--- src/rtl/leaf_card_thinner_defines.svh ---
// Assertion macros used by the leaf card thinner controller RTL.
`ifndef LEAF_CARD_THINNER_DEFINES_SVH
`define LEAF_CARD_THINNER_DEFINES_SVH

// Same-cycle implication, disabled while reset is low.
`define LCT_ASSERT_IMPL(lbl, clk, rst_n, ante, cons, msg) \
    lbl: assert property (@(posedge clk) disable iff (!rst_n) (ante) |-> (cons)) \
        else $error(msg);

// Next-cycle implication, disabled while reset is low.
`define LCT_ASSERT_NEXT(lbl, clk, rst_n, ante, cons, msg) \
    lbl: assert property (@(posedge clk) disable iff (!rst_n) (ante) |=> (cons)) \
        else $error(msg);

`endif

--- src/rtl/lct_pkg.sv ---
// Package: widths, reset values, register indexes and shared types of the leaf card thinner.
package lct_pkg;

    localparam int CARD_TRIANGLES_DEF = 2;

    localparam int POS_W      = 32;
    localparam int NRM_W      = 16;
    localparam int TEX_W      = 16;
    localparam int RATE_W     = 17;
    localparam int GROW_W     = 16;
    localparam int ACC_W      = 16;
    localparam int GROW_FRAC  = 13;
    localparam int CFG_IDX_W  = 1;
    localparam int CFG_DATA_W = 17;

    localparam logic [RATE_W-1:0] ONE_Q16       = 17'h10000;
    localparam logic [RATE_W-1:0] KEEP_RATE_RST = ONE_Q16;
    localparam logic [GROW_W-1:0] GROW_RST      = 16'h2000;

    localparam logic [CFG_IDX_W-1:0] CFG_KEEP_RATE = 1'b0;
    localparam logic [CFG_IDX_W-1:0] CFG_GROW      = 1'b1;

    typedef struct packed {
        logic signed [POS_W-1:0] px;
        logic signed [POS_W-1:0] py;
        logic signed [POS_W-1:0] pz;
        logic signed [NRM_W-1:0] nx;
        logic signed [NRM_W-1:0] ny;
        logic signed [NRM_W-1:0] nz;
        logic signed [TEX_W-1:0] u;
        logic signed [TEX_W-1:0] v;
    } t_vtx;

    typedef struct packed {
        logic take;
        logic card_end;
        logic div_load;
        logic div_step;
        logic rd_en;
        logic mul;
        logic out_load;
        logic out_last;
    } t_cmd;

    typedef struct packed {
        logic keep;
    } t_stat;

endpackage

--- src/rtl/lct_ctrl.sv ---
// Controller: collect, divide and emit sequencing of the leaf card thinner.
`include "leaf_card_thinner_defines.svh"
module lct_ctrl #(
    parameter int CARD_TRIANGLES = lct_pkg::CARD_TRIANGLES_DEF
) (
    input  logic                            i_clk,
    input  logic                            i_rst_n,
    input  logic                            i_in_valid,
    output logic                            o_in_ready,
    input  logic                            i_part_start,
    output logic                            o_out_valid,
    input  logic                            i_out_ready,
    output lct_pkg::t_cmd                   o_cmd,
    input  lct_pkg::t_stat                  i_stat,
    output logic [$clog2(3*CARD_TRIANGLES)-1:0] o_wr_addr,
    output logic [$clog2(3*CARD_TRIANGLES)-1:0] o_rd_addr
);
    import lct_pkg::*;

    localparam int CARD_VERTS = 3 * CARD_TRIANGLES;
    localparam int SLOT_W     = $clog2(CARD_VERTS);
    localparam int DIV_W      = POS_W + 2 * SLOT_W;
    localparam int NDIG       = (DIV_W + 3) / 4;
    localparam int DIG_W      = $clog2(NDIG);
    localparam logic [SLOT_W-1:0] LAST_SLOT = SLOT_W'(CARD_VERTS - 1);
    localparam logic [DIG_W-1:0]  LAST_DIG  = DIG_W'(NDIG - 1);

    localparam logic [2:0] S_COLLECT = 3'd0;
    localparam logic [2:0] S_LOAD    = 3'd1;
    localparam logic [2:0] S_DIV     = 3'd2;
    localparam logic [2:0] S_RD      = 3'd3;
    localparam logic [2:0] S_MUL     = 3'd4;
    localparam logic [2:0] S_SAT     = 3'd5;
    localparam logic [2:0] S_HOLD    = 3'd6;

    logic [2:0]        r_state, n_state;
    logic [SLOT_W-1:0] r_slot, n_slot;
    logic [SLOT_W-1:0] r_emit, n_emit;
    logic [DIG_W-1:0]  r_dig, n_dig;
    logic [SLOT_W-1:0] slot_eff;
    logic              take;
    logic              card_end;

    always_comb begin
        n_state  = r_state;
        n_slot   = r_slot;
        n_emit   = r_emit;
        n_dig    = r_dig;
        o_cmd    = '0;
        slot_eff = i_part_start ? '0 : r_slot;
        card_end = (slot_eff == LAST_SLOT);
        take     = i_in_valid && (r_state == S_COLLECT);
        o_cmd.take     = take;
        o_cmd.card_end = take && card_end;
        case (r_state)
            S_COLLECT: begin
                if (take) begin
                    if (card_end) begin
                        n_slot = '0;
                        if (i_stat.keep) begin
                            n_state = S_LOAD;
                        end
                    end else begin
                        n_slot = slot_eff + 1'b1;
                    end
                end
            end
            S_LOAD: begin
                o_cmd.div_load = 1'b1;
                n_dig          = '0;
                n_state        = S_DIV;
            end
            S_DIV: begin
                o_cmd.div_step = 1'b1;
                if (r_dig == LAST_DIG) begin
                    n_emit  = '0;
                    n_state = S_RD;
                end else begin
                    n_dig = r_dig + 1'b1;
                end
            end
            S_RD: begin
                o_cmd.rd_en = 1'b1;
                n_state     = S_MUL;
            end
            S_MUL: begin
                o_cmd.mul = 1'b1;
                n_state   = S_SAT;
            end
            S_SAT: begin
                o_cmd.out_load = 1'b1;
                o_cmd.out_last = (r_emit == LAST_SLOT);
                n_state        = S_HOLD;
            end
            S_HOLD: begin
                if (i_out_ready) begin
                    if (r_emit == LAST_SLOT) begin
                        n_state = S_COLLECT;
                    end else begin
                        n_emit  = r_emit + 1'b1;
                        n_state = S_RD;
                    end
                end
            end
            default: begin
                n_state = S_COLLECT;
            end
        endcase
    end

    always_ff @(posedge i_clk) begin
        if (!i_rst_n) begin
            r_state <= S_COLLECT;
            r_slot  <= '0;
            r_emit  <= '0;
            r_dig   <= '0;
        end else begin
            r_state <= n_state;
            r_slot  <= n_slot;
            r_emit  <= n_emit;
            r_dig   <= n_dig;
        end
    end

    assign o_in_ready  = (r_state == S_COLLECT);
    assign o_out_valid = (r_state == S_HOLD);
    assign o_wr_addr   = slot_eff;
    assign o_rd_addr   = r_emit;

    `LCT_ASSERT_IMPL(a_ready_valid_excl, i_clk, i_rst_n, o_in_ready, !o_out_valid, "in ready while out valid")
    `LCT_ASSERT_NEXT(a_keep_starts_div, i_clk, i_rst_n, o_cmd.card_end && i_stat.keep, r_state == S_LOAD, "kept card did not start divide")
    `LCT_ASSERT_NEXT(a_drop_clears, i_clk, i_rst_n, o_cmd.card_end && !i_stat.keep, o_in_ready && (r_slot == '0), "dropped card not cleared")
    `LCT_ASSERT_NEXT(a_last_beat_done, i_clk, i_rst_n, o_out_valid && i_out_ready && (r_emit == LAST_SLOT), o_in_ready, "no return to collect after last beat")

endmodule

--- config.mk ---
export PLATFORM = sky130hd
export DESIGN_NAME = lct_ctrl
export DESIGN_NICKNAME = d
export VERILOG_FILES = /design/src/rtl/lct_pkg.sv /design/src/rtl/lct_ctrl.sv
export VERILOG_INCLUDE_DIRS = /design/src /design/src/rtl
export SDC_FILE = /design/constraint.sdc
export NUM_CORES = 1
export LEC_CHECK = 0
export ABC_AREA = 1
export BUFFER_PORTS_ARGS = -buffer_cell sky130_fd_sc_hd__buf_2
export CAP_MARGIN = 20
export CELL_PAD_IN_SITES_DETAIL_PLACEMENT = 0
export CELL_PAD_IN_SITES_GLOBAL_PLACEMENT = 2
export CORE_MARGIN = 4
export CORE_UTILIZATION = 29
export DETAILED_ROUTE_END_ITERATION = 16
export GPL_TIMING_DRIVEN = 0
export PLACE_DENSITY = 0.82
export SYNTH_ARGS = -nofsm -noshare
export SYNTH_HDL_FRONTEND = slang
export SYNTH_SLANG_ARGS = --single-unit
--- constraint.sdc ---
create_clock -name i_clk -period 2.1 [get_ports i_clk]
set_input_delay 0.315 -clock i_clk [delete_from_list [all_inputs] [get_ports i_clk]]
set_output_delay 0.315 -clock i_clk [all_outputs]
set_load 0.02 [all_outputs]
==> flow_metrics.tcl <==
set metrics [dict create \
    cts_tree "yes" \
    clock.fmax_ghz 0.593 \
    critPathMaxFanout 5 \
    relSlewSlack_pct 83.5 \
    die_w_um 62.8 \
    end_kind "primary output" \
    grt_overflow 0 \
    wire_per_inst_um 9.79 \
    start_util_pct 31.0 \
    yosys.cell_types.count 22 \
    hold_slack_ns 0.359 \
    drt_iter0_drc 40 \
    cts_buffer_depth 2 \
    netlist_area_um2 870 \
    drcViolationCount 0 \
    grt_max_degree 11 \
    slew_viol_final 0 \
    syn_area_per_cell_um2 6.44 \
    worstSetupPathType "reg -> out" \
    layout-drive-gt1-share_pct 27.7 \
    cts_buffers 3 \
    io_buffer_count 20 \
    grt_pass1_vias 818 \
    ys_seq_elements 13 \
    hold_buffers 0 \
    start_kind "register" \
    final_core_util_pct 36.9 \
    finClkSkew_ns 0.00767 \
    grt_pass1_wl_mm 3.40 \
    root_buffer "clkbuf_4" \
    final-instance-count-excl-fill 190 \
    arrival_ns 1.37 \
    syn_nets 145 \
    cts_htree_levels 1 \
    postCtsSetupBuffers 0 \
    synth-warning-count 0 \
    finalPower_w 0.00102 \
    finalCritPeriodShare_pct 80.3 \
    rsz0062_at_grt "no" \
    grt_use_total_pct 10.7 \
    dp_hpwl_mm 1.51 \
    core_area_um2 2810 \
    totalWireLength_mm 1.86 \
    route.top_layer_used "met4" \
    wl_met2_um 843 \
    hold_viol 0 \
    nNetsFinal 170 \
    ff2ff_setup_slack_ns 0.87 \
    ir_drop_mv 0.364 \
    layout_common_cells "25 x nand2_1, 22 x inv_1, 21 x buf_2, 16 x nor2_1, 13 x dfxtp_1" \
    fillCellCount 334 \
    powerDensity_nw_per_um2 990 \
    cts-resized-gates 0 \
    worstMarginPinSlew_ns 0.246 \
    viasPerCell 4.63 \
    path_clk_slew_ns 0.08 \
    rows 19 \
    yosysSeqAreaShare_pct 29.9 \
    status "complete, no violations" \
    drv_cap 0 \
    dpl.cell_count 186 \
    syn_inst 135 \
    syn_to_final_growth_pct 19.0 \
    route.met3.wl_um 120 \
    mostFrequentLayoutCell "nand2_1" \
    die_area_um2 3940 \
    drt_first_pass_iters 4 \
    final-setup-viol-count 0 \
    clkLatencyLatePin_ns 0.28 \
    required_ns 1.78 \
    hold_path.class "in -> reg" \
    p_leak_nw 0.528 \
    gp_congestion 0.782 \
    diodes 0 \
    wl_met1_um 846 \
    antenna_found_initial 0 \
    cts_sinks 13 \
    via_count 879 \
    dieHeight_um 62.8 \
    period_needed_ns 1.69 \
    ios 22 \
    tns_ns 0 \
    ant_nets 0 \
]
## cell usage after synthesis
cell type | n | area [um2]
a21oi_1 | 8 | 40.0
nand2_2 | 3 | 18.8
ha_1 | 4 | 50.1
nor2_1 | 16 | 60.1
dfxtp_1 | 13 | 260
o21ai_1 | 6 | 30.0
nand4_1 | 3 | 18.8
o21ai_0 | 4 | 20.0
and2_1 | 1 | 6.26
nand3_1 | 7 | 35.0
nand3_2 | 1 | 10.0
nor3_1 | 4 | 20.0
inv_1 | 22 | 82.6
inv_2 | 6 | 22.5
nor2_4 | 2 | 22.5
nand2_1 | 25 | 93.8
buf_2 | 1 | 5.00
nor2_2 | 3 | 18.8
buf_4 | 2 | 15.0
o31ai_1 | 1 | 7.51
nand2_4 | 2 | 22.5
nor3_2 | 1 | 10.0
## worst max-delay path, cell delays in order, from the launching register on
cell and delay (ns):
dfxtp_1 0.35, inv_2 0.10, nand2_2 0.09, nor2_4 0.12
nand2_2 0.09, inv_2 0.10, buf_4 0.10, buf_2 0.14
## power by group
group | total [W] | switching (W) | internal [W]
Clock | 0.000156 | 0.0000823 | 0.0000737
Combinational | 0.000512 | 0.000336 | 0.000176
Sequential | 0.000357 | 0.0000531 | 0.000303
Total | 0.00102 | 0.000471 | 0.000553
## cell families after synthesis
logic type | Yosys count | synth area share, %
and+or+nand+nor | 68 | 38.7
buffers and inverters | 31 | 14.4
AOI/OAI and AO/OA | 19 | 11.2
DFF | 13 | 29.9
adders and majority gates | 4 | 5.76
## path summary, 6_finish.rpt
path	to	startpoint	cells after the start
max	o_cmd[7]	r_state[0]	7
min	o_rd_addr[0]	i_rst_n	3
max reg2reg	r_state[1]	r_dig[0]	7
min reg2reg	r_dig[3]	r_dig[3]	2
## layer usage
metal	track usage [%]	vias to the layer above
met5	0	-
met4	7.44	0
met3	2.88	4
met2	16.2	17
met1	13.2	387
li1	-	471
## area by class of cell
cell class | instances | area [um2] | area share [%]
Multi-Input combinational cell | 91 | 484 | 46.8
Sequential cell | 13 | 260 | 25.2
Inverter | 28 | 105 | 10.2
Timing Repair Buffer | 20 | 100 | 9.67
Tap cell | 31 | 38.8 | 3.75
Clock buffer | 4 | 26.3 | 2.54
Buffer | 3 | 20.0 | 1.93
## metrics by stage
step / setup slack [ns] / area [um2]
2_1_floorplan: 0.501 / 870
3_3_place_gp: 0.708 / 1010
3_5_place_dp: 0.702 / 1010
4_1_cts: 0.386 / 1030
5_1_grt: 0.313 / 1030
6_report: 0.413 / 1030
## state kept, by name, summed over array words and instances (netlist names)
signal,count
o_rd_addr,3
r_state,3
r_slot,3
r_dig,4
Power figures use the tool's default switching activity.
